### src/hw/rtl/mppt_po_pkg.sv
// ----------------------------------------------------------------------------
// mppt_po_pkg
// Shared types, codes and constants of the perturb-and-observe charge controller.
// ----------------------------------------------------------------------------
package mppt_po_pkg;

  localparam int ADC_BITS_DEF = 10;
  localparam int Q_DEPTH_DEF  = 4;

  localparam int RAW_W   = 10;
  localparam int MV_W    = 16;
  localparam int MA_W    = 11;
  localparam int DUTY_W  = 8;
  localparam int SCALE_W = 15;
  localparam int CHG_W   = 12;
  localparam int FUNC_W  = 3;
  localparam int MODE_W  = 2;
  localparam int CFG_IDX_W  = 3;
  localparam int CFG_DATA_W = 16;

  localparam int IN_TDATA_W  = 56;
  localparam int OUT_TDATA_W = 80;

  // result layout on out_tdata
  localparam int OUT_DUTY_LSB    = 0;
  localparam int OUT_PWM_BIT     = 8;
  localparam int OUT_MODE_LSB    = 9;
  localparam int OUT_PV_MV_LSB   = 11;
  localparam int OUT_PV_MA_LSB   = 27;
  localparam int OUT_BAT_MV_LSB  = 38;
  localparam int OUT_BAT_IN_LSB  = 54;
  localparam int OUT_BAT_OUT_LSB = 65;
  localparam int OUT_PV_OK_BIT   = 76;
  localparam int OUT_BAT_OK_BIT  = 77;
  localparam int OUT_USED_W      = 78;

  localparam logic [FUNC_W-1:0] FUNC_SAMPLE    = 3'd0;
  localparam logic [FUNC_W-1:0] FUNC_DUTY_UP   = 3'd1;
  localparam logic [FUNC_W-1:0] FUNC_DUTY_DOWN = 3'd2;
  localparam logic [FUNC_W-1:0] FUNC_PWM_OFF   = 3'd3;
  localparam logic [FUNC_W-1:0] FUNC_PWM_ON    = 3'd4;

  localparam logic [MODE_W-1:0] MODE_SHDN = 2'd0;
  localparam logic [MODE_W-1:0] MODE_DEC  = 2'd1;
  localparam logic [MODE_W-1:0] MODE_INC  = 2'd2;

  localparam logic [DUTY_W-1:0] DUTY_RESET = 8'd120;

  typedef enum logic [CFG_IDX_W-1:0] {
    REG_PV_START   = 3'd0,
    REG_BAT_FULL   = 3'd1,
    REG_MIN_CHARGE = 3'd2,
    REG_DUTY_TOP   = 3'd3,
    REG_DUTY_BOT   = 3'd4,
    REG_SENSE_OK   = 3'd5,
    REG_PV_SCALE   = 3'd6,
    REG_BAT_SCALE  = 3'd7
  } cfg_idx_t;

  typedef struct packed {
    logic [MV_W-1:0]    pv_start_mv;
    logic [MV_W-1:0]    bat_full_mv;
    logic [CHG_W-1:0]   min_charge_ma;
    logic [DUTY_W-1:0]  duty_top;
    logic [DUTY_W-1:0]  duty_bottom;
    logic [MV_W-1:0]    sense_valid_mv;
    logic [SCALE_W-1:0] pv_scale;
    logic [SCALE_W-1:0] bat_scale;
  } cfg_t;

  localparam cfg_t CFG_RESET = '{
    pv_start_mv:    16'd13000,
    bat_full_mv:    16'd12500,
    min_charge_ma:  12'd40,
    duty_top:       8'd120,
    duty_bottom:    8'd40,
    sense_valid_mv: 16'd2500,
    pv_scale:       15'd21790,
    bat_scale:      15'd21904
  };

  // classified item handed from the front end to the tracker
  typedef struct packed {
    logic [FUNC_W-1:0] func;
    logic [MV_W-1:0]   pv_mv;
    logic [MA_W-1:0]   pv_ma;
    logic [MV_W-1:0]   bat_mv;
    logic [MA_W-1:0]   bat_in_ma;
    logic [MA_W-1:0]   bat_out_ma;
    logic              pv_ok;
    logic              bat_ok;
    logic              stop;
    logic              start;
  } item_t;

endpackage

### src/hw/rtl/mppt_po_front.sv
// ----------------------------------------------------------------------------
// mppt_po_front
// Accepts input items, scales the ADC readings and classifies each sample.
// ----------------------------------------------------------------------------
module mppt_po_front
  import mppt_po_pkg::*;
#(
  parameter int ADC_BITS = ADC_BITS_DEF
) (
  input  logic                  clk,
  input  logic                  rst_n,
  input  logic                  in_tvalid,
  output logic                  in_tready,
  input  logic [IN_TDATA_W-1:0] in_tdata,
  input  logic [FUNC_W-1:0]     in_tuser,
  input  cfg_t                  cfg,
  output logic                  q_push,
  input  logic                  q_ready,
  output item_t                 q_item
);

  localparam int RW     = (ADC_BITS < RAW_W) ? ADC_BITS : RAW_W;
  localparam int PROD_W = RW + SCALE_W;
  // divide by 1000 as (p >> 3) / 125, the latter by an exact reciprocal
  localparam int DIV_N  = PROD_W - 3;
  localparam int DIV_S  = DIV_N + 7;
  localparam int RCP_W  = DIV_N + 1;
  localparam int QW     = DIV_N + RCP_W;
  localparam logic [63:0] RCP64 = ((64'd1 << DIV_S) + 64'd124) / 64'd125;
  localparam logic [RCP_W-1:0] RCP = RCP64[RCP_W-1:0];

  logic [RW-1:0] raw_pv_v, raw_pv_i, raw_bat_v, raw_bat_in, raw_bat_out;

  logic              v1_r;
  logic [FUNC_W-1:0] func1_r;
  logic [PROD_W-1:0] pv_prod1_r, bat_prod1_r;
  logic [MA_W-1:0]   pv_ma1_r, bat_in1_r, bat_out1_r;

  logic              v2_r;
  logic [FUNC_W-1:0] func2_r;
  logic [QW-1:0]     pv_q2_r, bat_q2_r;
  logic [MA_W-1:0]   pv_ma2_r, bat_in2_r, bat_out2_r;

  logic en1, en2;
  logic [MV_W-1:0] pv_mv, bat_mv;

  assign raw_pv_v    = in_tdata[0*RAW_W +: RW];
  assign raw_pv_i    = in_tdata[1*RAW_W +: RW];
  assign raw_bat_v   = in_tdata[2*RAW_W +: RW];
  assign raw_bat_in  = in_tdata[3*RAW_W +: RW];
  assign raw_bat_out = in_tdata[4*RAW_W +: RW];

  assign en2       = !v2_r || q_ready;
  assign en1       = !v1_r || en2;
  assign in_tready = en1;
  assign q_push    = v2_r;

  function automatic logic [MV_W-1:0] sat_mv(input logic [QW-DIV_S-1:0] q);
    logic [31:0] qx;
    qx = 32'(q);
    return (qx > 32'd65535) ? 16'hFFFF : qx[MV_W-1:0];
  endfunction

  always_ff @(posedge clk) begin
    if (!rst_n) begin
      v1_r <= 1'b0;
      v2_r <= 1'b0;
    end else begin
      if (en1) v1_r <= in_tvalid;
      if (en2) v2_r <= v1_r;
    end
  end

  always_ff @(posedge clk) begin
    if (en1) begin
      func1_r     <= in_tuser;
      pv_prod1_r  <= PROD_W'(raw_pv_v) * PROD_W'(cfg.pv_scale);
      bat_prod1_r <= PROD_W'(raw_bat_v) * PROD_W'(cfg.bat_scale);
      pv_ma1_r    <= MA_W'({raw_pv_i, 1'b0});
      bat_in1_r   <= MA_W'({raw_bat_in, 1'b0});
      bat_out1_r  <= MA_W'({raw_bat_out, 1'b0});
    end
    if (en2) begin
      func2_r    <= func1_r;
      pv_q2_r    <= QW'(pv_prod1_r[PROD_W-1:3]) * QW'(RCP);
      bat_q2_r   <= QW'(bat_prod1_r[PROD_W-1:3]) * QW'(RCP);
      pv_ma2_r   <= pv_ma1_r;
      bat_in2_r  <= bat_in1_r;
      bat_out2_r <= bat_out1_r;
    end
  end

  assign pv_mv  = sat_mv(pv_q2_r[QW-1:DIV_S]);
  assign bat_mv = sat_mv(bat_q2_r[QW-1:DIV_S]);

  always_comb begin
    q_item      = '0;
    q_item.func = func2_r;
    if (func2_r == FUNC_SAMPLE) begin
      q_item.pv_mv      = pv_mv;
      q_item.pv_ma      = pv_ma2_r;
      q_item.bat_mv     = bat_mv;
      q_item.bat_in_ma  = bat_in2_r;
      q_item.bat_out_ma = bat_out2_r;
      q_item.pv_ok      = pv_mv > cfg.sense_valid_mv;
      q_item.bat_ok     = bat_mv > cfg.sense_valid_mv;
      q_item.stop       = ({1'b0, bat_in2_r} < cfg.min_charge_ma)
                          || (bat_mv >= cfg.bat_full_mv);
      q_item.start      = (pv_mv > cfg.pv_start_mv) && (bat_mv < cfg.bat_full_mv);
    end
  end

endmodule

### src/hw/rtl/mppt_po_fifo.sv
// ----------------------------------------------------------------------------
// mppt_po_fifo
// Short queue of classified items between the front end and the tracker.
// ----------------------------------------------------------------------------
module mppt_po_fifo
  import mppt_po_pkg::*;
#(
  parameter int DEPTH = Q_DEPTH_DEF
) (
  input  logic  clk,
  input  logic  rst_n,
  input  logic  push_valid,
  output logic  push_ready,
  input  item_t push_item,
  output logic  pop_valid,
  input  logic  pop_ready,
  output item_t pop_item
);

  localparam int PTR_W = (DEPTH > 1) ? $clog2(DEPTH) : 1;
  localparam int CNT_W = $clog2(DEPTH + 1);

  item_t             slot_r [DEPTH];
  logic [PTR_W-1:0]  wr_ptr_r, rd_ptr_r;
  logic [CNT_W-1:0]  cnt_r;
  logic              do_push, do_pop;

  function automatic logic [PTR_W-1:0] ptr_inc(input logic [PTR_W-1:0] p);
    return (p == PTR_W'(DEPTH - 1)) ? '0 : p + PTR_W'(1);
  endfunction

  assign push_ready = cnt_r != CNT_W'(DEPTH);
  assign pop_valid  = cnt_r != '0;
  assign pop_item   = slot_r[rd_ptr_r];
  assign do_push    = push_valid && push_ready;
  assign do_pop     = pop_valid && pop_ready;

  always_ff @(posedge clk) begin
    if (!rst_n) begin
      wr_ptr_r <= '0;
      rd_ptr_r <= '0;
      cnt_r    <= '0;
    end else begin
      if (do_push) wr_ptr_r <= ptr_inc(wr_ptr_r);
      if (do_pop)  rd_ptr_r <= ptr_inc(rd_ptr_r);
      if (do_push && !do_pop)      cnt_r <= cnt_r + CNT_W'(1);
      else if (do_pop && !do_push) cnt_r <= cnt_r - CNT_W'(1);
    end
  end

  always_ff @(posedge clk) begin
    if (do_push) slot_r[wr_ptr_r] <= push_item;
  end

endmodule

### src/hw/rtl/mppt_po_back.sv
// ----------------------------------------------------------------------------
// mppt_po_back
// Tracker: holds mode, duty and PWM state, applies each item, registers result.
// ----------------------------------------------------------------------------
module mppt_po_back
  import mppt_po_pkg::*;
(
  input  logic                   clk,
  input  logic                   rst_n,
  input  cfg_t                   cfg,
  input  logic                   q_valid,
  output logic                   q_ready,
  input  item_t                  q_item,
  output logic                   out_tvalid,
  input  logic                   out_tready,
  output logic [OUT_TDATA_W-1:0] out_tdata
);

  typedef enum logic [2:0] {
    ST_SHDN = 3'b001,
    ST_DEC  = 3'b010,
    ST_INC  = 3'b100
  } mode_t;

  mode_t                  mode_r, mode_nxt;
  logic [DUTY_W-1:0]      duty_r, duty_nxt;
  logic                   pwm_r, pwm_nxt;
  logic [MV_W-1:0]        prev_r, prev_nxt;
  logic                   out_valid_r;
  logic [OUT_TDATA_W-1:0] out_data_r, out_data_nxt;
  logic                   pop, ge;
  logic [DUTY_W:0]        dec9, inc9;
  logic [MODE_W-1:0]      mode_code;

  function automatic logic [DUTY_W-1:0] clamp_duty(input logic [DUTY_W:0] d,
                                                   input logic [DUTY_W-1:0] lo,
                                                   input logic [DUTY_W-1:0] hi);
    logic [DUTY_W:0] t;
    t = d;
    if (t < {1'b0, lo}) t = {1'b0, lo};
    if (t > {1'b0, hi}) t = {1'b0, hi};
    return t[DUTY_W-1:0];
  endfunction

  assign q_ready    = !out_valid_r || out_tready;
  assign pop        = q_valid && q_ready;
  assign out_tvalid = out_valid_r;
  assign out_tdata  = out_data_r;

  assign ge   = q_item.bat_mv >= prev_r;
  assign dec9 = {1'b0, duty_r} - 9'd1;
  assign inc9 = {1'b0, duty_r} + 9'd1;

  always_comb begin
    mode_nxt = mode_r;
    duty_nxt = duty_r;
    pwm_nxt  = pwm_r;
    prev_nxt = prev_r;
    unique case (q_item.func)
      FUNC_SAMPLE: begin
        prev_nxt = q_item.bat_mv;
        unique case (mode_r)
          ST_SHDN: begin
            if (q_item.start) begin
              duty_nxt = cfg.duty_top;
              pwm_nxt  = 1'b1;
              mode_nxt = ST_DEC;
            end
          end
          ST_DEC: begin
            if (q_item.stop) begin
              mode_nxt = ST_SHDN;
              pwm_nxt  = 1'b0;
            end else if (ge && duty_r > cfg.duty_bottom) begin
              duty_nxt = clamp_duty(dec9, cfg.duty_bottom, cfg.duty_top);
            end else begin
              duty_nxt = clamp_duty(inc9, cfg.duty_bottom, cfg.duty_top);
              mode_nxt = ST_INC;
            end
          end
          ST_INC: begin
            if (q_item.stop) begin
              mode_nxt = ST_SHDN;
              pwm_nxt  = 1'b0;
            end else if (ge && duty_r < cfg.duty_top) begin
              duty_nxt = clamp_duty(inc9, cfg.duty_bottom, cfg.duty_top);
            end else begin
              // step down, but not below zero
              duty_nxt = clamp_duty((duty_r == '0) ? 9'd0 : dec9,
                                    cfg.duty_bottom, cfg.duty_top);
              mode_nxt = ST_DEC;
            end
          end
          default: ;
        endcase
      end
      FUNC_DUTY_UP: begin
        if (duty_r < cfg.duty_top) duty_nxt = duty_r + 8'd1;
      end
      FUNC_DUTY_DOWN: begin
        if (duty_r > cfg.duty_bottom) duty_nxt = duty_r - 8'd1;
      end
      FUNC_PWM_OFF: pwm_nxt = 1'b0;
      FUNC_PWM_ON:  pwm_nxt = 1'b1;
      default: ;
    endcase
  end

  always_comb begin
    unique case (mode_nxt)
      ST_DEC:  mode_code = MODE_DEC;
      ST_INC:  mode_code = MODE_INC;
      default: mode_code = MODE_SHDN;
    endcase
  end

  always_comb begin
    out_data_nxt = '0;
    out_data_nxt[OUT_DUTY_LSB +: DUTY_W]  = duty_nxt;
    out_data_nxt[OUT_PWM_BIT]             = pwm_nxt;
    out_data_nxt[OUT_MODE_LSB +: MODE_W]  = mode_code;
    out_data_nxt[OUT_PV_MV_LSB +: MV_W]   = q_item.pv_mv;
    out_data_nxt[OUT_PV_MA_LSB +: MA_W]   = q_item.pv_ma;
    out_data_nxt[OUT_BAT_MV_LSB +: MV_W]  = q_item.bat_mv;
    out_data_nxt[OUT_BAT_IN_LSB +: MA_W]  = q_item.bat_in_ma;
    out_data_nxt[OUT_BAT_OUT_LSB +: MA_W] = q_item.bat_out_ma;
    out_data_nxt[OUT_PV_OK_BIT]           = q_item.pv_ok;
    out_data_nxt[OUT_BAT_OK_BIT]          = q_item.bat_ok;
  end

  always_ff @(posedge clk) begin
    if (!rst_n) begin
      mode_r      <= ST_SHDN;
      duty_r      <= DUTY_RESET;
      pwm_r       <= 1'b0;
      prev_r      <= '0;
      out_valid_r <= 1'b0;
    end else begin
      if (pop) begin
        mode_r <= mode_nxt;
        duty_r <= duty_nxt;
        pwm_r  <= pwm_nxt;
        prev_r <= prev_nxt;
      end
      if (q_ready) out_valid_r <= q_valid;
    end
  end

  always_ff @(posedge clk) begin
    if (pop) out_data_r <= out_data_nxt;
  end

endmodule

### src/hw/rtl/mppt_perturb_observe_controller.sv
// ----------------------------------------------------------------------------
// mppt_perturb_observe_controller
// Perturb-and-observe solar charge controller with a register write port.
// ----------------------------------------------------------------------------
// Every item on the input stream (a sample of five ADC readings or a manual
// command, selected by in_tuser) yields exactly one result on the output
// stream. The block takes one item per clock cycle unless back-pressure from
// the output has filled the queue; each item passes through the two-stage
// scaling multiplier (product, then divide by 1000 through a reciprocal
// multiply), the item queue and the output register. The queue lets the
// input keep flowing while the output is stalled, until the queue is full.
// Registers are written through the cfg port, which is always ready; write
// them only while no item is in flight.
module mppt_perturb_observe_controller
  import mppt_po_pkg::*;
#(
  parameter int ADC_BITS = ADC_BITS_DEF,
  parameter int Q_DEPTH  = Q_DEPTH_DEF
) (
  input  logic                   clk,
  input  logic                   rst_n,
  // cfg write channel
  input  logic                   cfg_valid,
  output logic                   cfg_ready,
  input  logic [CFG_IDX_W-1:0]   cfg_index,
  input  logic [CFG_DATA_W-1:0]  cfg_data,
  // input stream
  input  logic                   in_tvalid,
  output logic                   in_tready,
  // pv_volt_raw[9:0], pv_curr_raw[19:10], bat_volt_raw[29:20],
  // bat_in_curr_raw[39:30], bat_out_curr_raw[49:40], zero[55:50]
  input  logic [IN_TDATA_W-1:0]  in_tdata,
  // func[2:0]
  input  logic [FUNC_W-1:0]      in_tuser,
  // result stream
  output logic                   out_tvalid,
  input  logic                   out_tready,
  // duty[7:0], pwm_on[8], mode[10:9], pv_mv[26:11], pv_ma[37:27],
  // bat_mv[53:38], bat_in_ma[64:54], bat_out_ma[75:65], pv_curr_valid[76],
  // bat_curr_valid[77], zero[79:78]
  output logic [OUT_TDATA_W-1:0] out_tdata
);

  cfg_t  cfg_r;
  logic  q_push, q_push_ready, q_valid, q_ready;
  item_t q_push_item, q_pop_item;

  assign cfg_ready = 1'b1;

  always_ff @(posedge clk) begin
    if (!rst_n) begin
      cfg_r <= CFG_RESET;
    end else if (cfg_valid) begin
      unique case (cfg_idx_t'(cfg_index))
        REG_PV_START:   cfg_r.pv_start_mv    <= cfg_data;
        REG_BAT_FULL:   cfg_r.bat_full_mv    <= cfg_data;
        REG_MIN_CHARGE: cfg_r.min_charge_ma  <= cfg_data[CHG_W-1:0];
        REG_DUTY_TOP:   cfg_r.duty_top       <= cfg_data[DUTY_W-1:0];
        REG_DUTY_BOT:   cfg_r.duty_bottom    <= cfg_data[DUTY_W-1:0];
        REG_SENSE_OK:   cfg_r.sense_valid_mv <= cfg_data;
        REG_PV_SCALE:   cfg_r.pv_scale       <= cfg_data[SCALE_W-1:0];
        REG_BAT_SCALE:  cfg_r.bat_scale      <= cfg_data[SCALE_W-1:0];
        default: ;
      endcase
    end
  end

  mppt_po_front #(
    .ADC_BITS(ADC_BITS)
  ) u_front (
    .clk      (clk),
    .rst_n    (rst_n),
    .in_tvalid(in_tvalid),
    .in_tready(in_tready),
    .in_tdata (in_tdata),
    .in_tuser (in_tuser),
    .cfg      (cfg_r),
    .q_push   (q_push),
    .q_ready  (q_push_ready),
    .q_item   (q_push_item)
  );

  mppt_po_fifo #(
    .DEPTH(Q_DEPTH)
  ) u_fifo (
    .clk       (clk),
    .rst_n     (rst_n),
    .push_valid(q_push),
    .push_ready(q_push_ready),
    .push_item (q_push_item),
    .pop_valid (q_valid),
    .pop_ready (q_ready),
    .pop_item  (q_pop_item)
  );

  mppt_po_back u_back (
    .clk       (clk),
    .rst_n     (rst_n),
    .cfg       (cfg_r),
    .q_valid   (q_valid),
    .q_ready   (q_ready),
    .q_item    (q_pop_item),
    .out_tvalid(out_tvalid),
    .out_tready(out_tready),
    .out_tdata (out_tdata)
  );

endmodule

### config.mk
export PLATFORM = sky130hd
export DESIGN_NAME = mppt_perturb_observe_controller
export DESIGN_NICKNAME = d
export VERILOG_FILES = /design/src/hw/rtl/mppt_po_pkg.sv /design/src/hw/rtl/mppt_po_front.sv /design/src/hw/rtl/mppt_po_fifo.sv /design/src/hw/rtl/mppt_po_back.sv /design/src/hw/rtl/mppt_perturb_observe_controller.sv
export SDC_FILE = /design/constraint.sdc
export NUM_CORES = 2
export LEC_CHECK = 0
export ABC_AREA = 0
export ABC_CLOCK_PERIOD_IN_PS = 6900
export BUFFER_PORTS_ARGS = -buffer_cell sky130_fd_sc_hd__buf_2
export CAP_MARGIN = 20
export CORE_ASPECT_RATIO = 0.7
export CORE_MARGIN = 2
export CORE_UTILIZATION = 37
export CTS_BUF_LIST = sky130_fd_sc_hd__clkbuf_8
export CTS_CLUSTER_SIZE = 30
export DETAILED_ROUTE_END_ITERATION = 6
export SLEW_MARGIN = 40
export SYNTH_ARGS = -nofsm -noshare
export SYNTH_HDL_FRONTEND = slang
export SYNTH_SLANG_ARGS = --single-unit
### constraint.sdc
create_clock -name clk -period 6.9 [get_ports clk]
set_clock_uncertainty 0.15 [all_clocks]
set_input_delay 0.345 -clock clk [delete_from_list [all_inputs] [get_ports clk]]
set_output_delay 0.345 -clock clk [all_outputs]
set_load 0.05 [all_outputs]
==> run summary <==
The tightest min-delay check is of the primary input to flop type. The max-slew violation total from the final report is 0, and the detailed-route wire length on metal 1 is 61.2 mm. The tools report the library cell used as clock root buffer as sky130_fd_sc_hd__clkbuf_8. After clock tree synthesis, the clock-pin slew on the worst setup and hold paths is 70 ps. The die height is 306 um, and the count of H-tree levels built during CTS is 3. The initial antenna violation count was 5. Critical path startpoint category: a flop.

The first global-routing pass estimated 191 mm of wire. The share of the synthesized area in the top cell type was 0.307. The delay of the slowest cell on the worst path came out at 450 ps. The proportion of synthesized flip-flops having asynchronous set or reset works out to 0. The run finished with clean final reports. In this run, synthesis inferred 493 flip-flops with an integrated enable. The buffering stage count on the worst path with inverters included came out at 3.

The worst setup path is captured at a flop. The max-slew headroom at the worst pin came out at 0.411. The filler cells instantiated in the layout total 12400. The total congestion overflow is 0, and the met2 wirelength from detailed routing is 49.9 mm. Setup repair after global routing left no endpoint under its margin. Pin placement for this block handled 166 I/O pins. The netlist area before placement was 48200 um^2.

The largest fanout of any net on the critical path came out at 12. The tools report the clock sink count as 639. Wire segments on met3 add up to 8.43 mm in the final route. Entering global routing, the biggest net connects 66 pins.

The number of vias per cell came out at 5.01. The number of port buffers was 153. The final worst-path cycle share was 0.956. Dominant register cell in the synthesized netlist: sky130_fd_sc_hd__edfxtp_1.

The minimum period implied by the final worst setup slack came out at 6600 ps. The dominant delay contributor by cell family on the critical path was compound AO/OA/AOI/OAI gates. Master of the slowest instance on the critical path: sky130_fd_sc_hd__dfxtp_1. TritonCTS built the clock tree. The count of nets left with antenna violations once routing finished came out at 0. The first-iteration detailed-routing DRC count is 2447.

The cell seen most often among critical-path stages is sky130_fd_sc_hd__ha_1. The count of distinct cell types in the synthesized netlist is 93, and the critical path required time is 7270 ps. The part of the Yosys area used for sequential elements was 0.368.

The synthesized design contains 639 register bits. The clock passes through at most 3 buffers. Ranked by total cell area, the synthesized netlist is headed by sky130_fd_sc_hd__edfxtp_1 (31%), sky130_fd_sc_hd__fa_1 (17%), sky130_fd_sc_hd__ha_1 (16%), sky130_fd_sc_hd__dfxtp_1 (6.1%), sky130_fd_sc_hd__inv_1 (5.7%). Max-cap violations in this run came to 0. In this run, CTS created clock tree buffers numbering 98. The number of global-route vias before repair came out at 32400. The initial standard-cell utilization of the core was 0.374; the total setup violations reported at the end of the flow was 0. The standard cell core area was 129000 um^2.

At the end of routability-driven placement, the weighted congestion stood at 0.922. Final total negative setup slack: 0 ps. Layout cell share with drive strength beyond 1: 0.107. At the pin with the least slew margin, the transition time is 883 ps. The combined global-route utilization of all metal layers is 0.184. The floorplan has 110 rows. The average footprint of a synthesized cell was 11.2 um^2; the arrival time of data at the critical path endpoint was 6960 ps. The tools report the via total after detailed routing as 31800. By count the netlist is led by sky130_fd_sc_hd__inv_1 (729), sky130_fd_sc_hd__ha_1 (634), sky130_fd_sc_hd__edfxtp_1 (493). The die outline area was 133000 um^2. Synthesis produced a netlist whose cell count is 4290. The total detailed-routing wirelength was 121 mm; the number of nets in the finished design was 5636. Walking the worst path, the cells encountered are inv_1 > ha_1 > nor3b_4 > xor2_1 > nor2b_1 > ha_1 > and3_1 > a221oi_1 > o21ai_1 > a21oi_4 > mux2_2 > ha_1 > nor2b_1 > o21a_1 > o211ai_1 > a31oi_1 > o21ai_0 > buf_4 > mux2_2 > a22o_1 > a211oi_1 > buf_4 > nor2_1.

After detailed routing, the average wire length per cell comes to 19.1 um. The first-pass iteration count of the detailed router came out at 6. The tools report the Yosys warning count as 0. The floorplan step set the die width to 435 um. Derived from the worst setup path, the maximum achievable clock frequency is 152 MHz. The highest layer touched by signal routing is met4. The number of endpoints with negative hold slack in the final report came out at 0. The cell with the most instances after synthesis is sky130_fd_sc_hd__inv_1. The number of design rule violations left after detail routing is 0, and the detailed-placement wirelength estimate is 91.9 mm. Compared with the post-synthesis result, the final layout area differs by 11.3%. The later pin in the worst-skew pair is clocked with a latency of 780 ps. The worst setup path is of the flop to flop kind.

The biggest area contributor in the post-synthesis netlist is sky130_fd_sc_hd__edfxtp_1.
[layout make-up]
type | count | area, um^2 | area share
inverters | 729 | 2740 | 0.0511
clock inverters | 72 | 444 | 0.00828
clock buffers | 109 | 1500 | 0.0280
multi-input cells | 2783 | 27200 | 0.507
flip-flops and latches | 639 | 17700 | 0.331
repair buffers | 269 | 1830 | 0.0342
well taps | 1736 | 2170 | 0.0405
diodes | 1 | 2.50 | 0.0000467
[registers in the layout, indices dropped and copies added (netlist names), 16 cells and up, named ones only]
signal	count
cfg_r	106
u_front.bat_prod1_r	22
u_fifo.slot_r	276
u_back.out_tdata	75
u_front.pv_q2_r	16
u_front.bat_q2_r	16
u_front.pv_prod1_r	22
u_back.prev_r	16
[through the flow]
step	setup WS [ps]	std cells	hold slack (ps)	cell area, um^2	utilization
2_1_floorplan	910	4294	250	48200	-
3_3_place_gp	217	6091	253	50900	0.395
3_5_place_dp	144	6095	255	51000	0.396
4_1_cts	111	6333	54.7	53500	0.416
5_1_grt	2.96	6338	83.1	53600	0.416
6_report	305	6338	136	53600	0.416
[cells in the final DEF (no fill, tap or decap), types with 40 or more instances in the layout]
| master | instances |
|---|---|
| sky130_fd_sc_hd__inv_1 | 751 |
| sky130_fd_sc_hd__ha_1 | 634 |
| sky130_fd_sc_hd__edfxtp_1 | 493 |
| sky130_fd_sc_hd__nand2_1 | 464 |
| sky130_fd_sc_hd__fa_1 | 399 |
| sky130_fd_sc_hd__a21oi_1 | 206 |
| sky130_fd_sc_hd__and2_1 | 199 |
| sky130_fd_sc_hd__buf_2 | 153 |
| sky130_fd_sc_hd__dfxtp_1 | 144 |
| sky130_fd_sc_hd__clkbuf_8 | 109 |
| sky130_fd_sc_hd__nor2_1 | 95 |
| sky130_fd_sc_hd__mux4_2 | 69 |
| sky130_fd_sc_hd__o21ai_0 | 68 |
| sky130_fd_sc_hd__dlygate4sd3_1 | 57 |
| sky130_fd_sc_hd__xnor2_1 | 54 |
| sky130_fd_sc_hd__buf_4 | 52 |
| sky130_fd_sc_hd__a21o_1 | 50 |
| sky130_fd_sc_hd__nand3_1 | 46 |
| sky130_fd_sc_hd__o211ai_1 | 40 |
[final timing paths]
kind	start	to	slack [ps]	depth (start not counted)
worst max-delay path	u_back.duty_r[1]	u_back.out_tdata[6]	300	23
worst max register to register	u_back.duty_r[1]	u_back.out_tdata[6]	300	23
worst min-delay path	in_tdata[18]	u_front.pv_ma1_r[9]	140	2
worst min register to register	u_front.bat_out1_r[2]	u_front.bat_out2_r[2]	260	0
[cells by family after synthesis]
| kind of cell | after synthesis | share of synthesized area |
|---|---|---|
| buf+inv | 872 | 0.0694 |
| simple gates | 997 | 0.0995 |
| fa+ha+maj | 1033 | 0.331 |
| other cells | 2 | 0.000156 |
| compound gates | 554 | 0.0758 |
| xor+xnor | 85 | 0.0155 |
| flops | 639 | 0.368 |
| mux | 108 | 0.0411 |
[routing by layer]
layer,track usage,vias to the layer above
met5,0,-
met2,0.264,957
met3,0.0348,129
met1,0.287,15700
met4,0.0365,0
li1,-,15000
[repair_timing]
| action | in CTS | in global routing |
|---|---|---|
| setup endpoints to repair | 0 | 9 |
| resized for setup | 0 | 8 |
| endpoints found under the hold margin | 141 | 0 |
| buffers inserted | 0 | 3 |
| hold buffers | 57 | 0 |
Power is left out: the tool's default activity adds up to more than one toggle a clock period on the data nets, which glitch-free logic cannot reach.
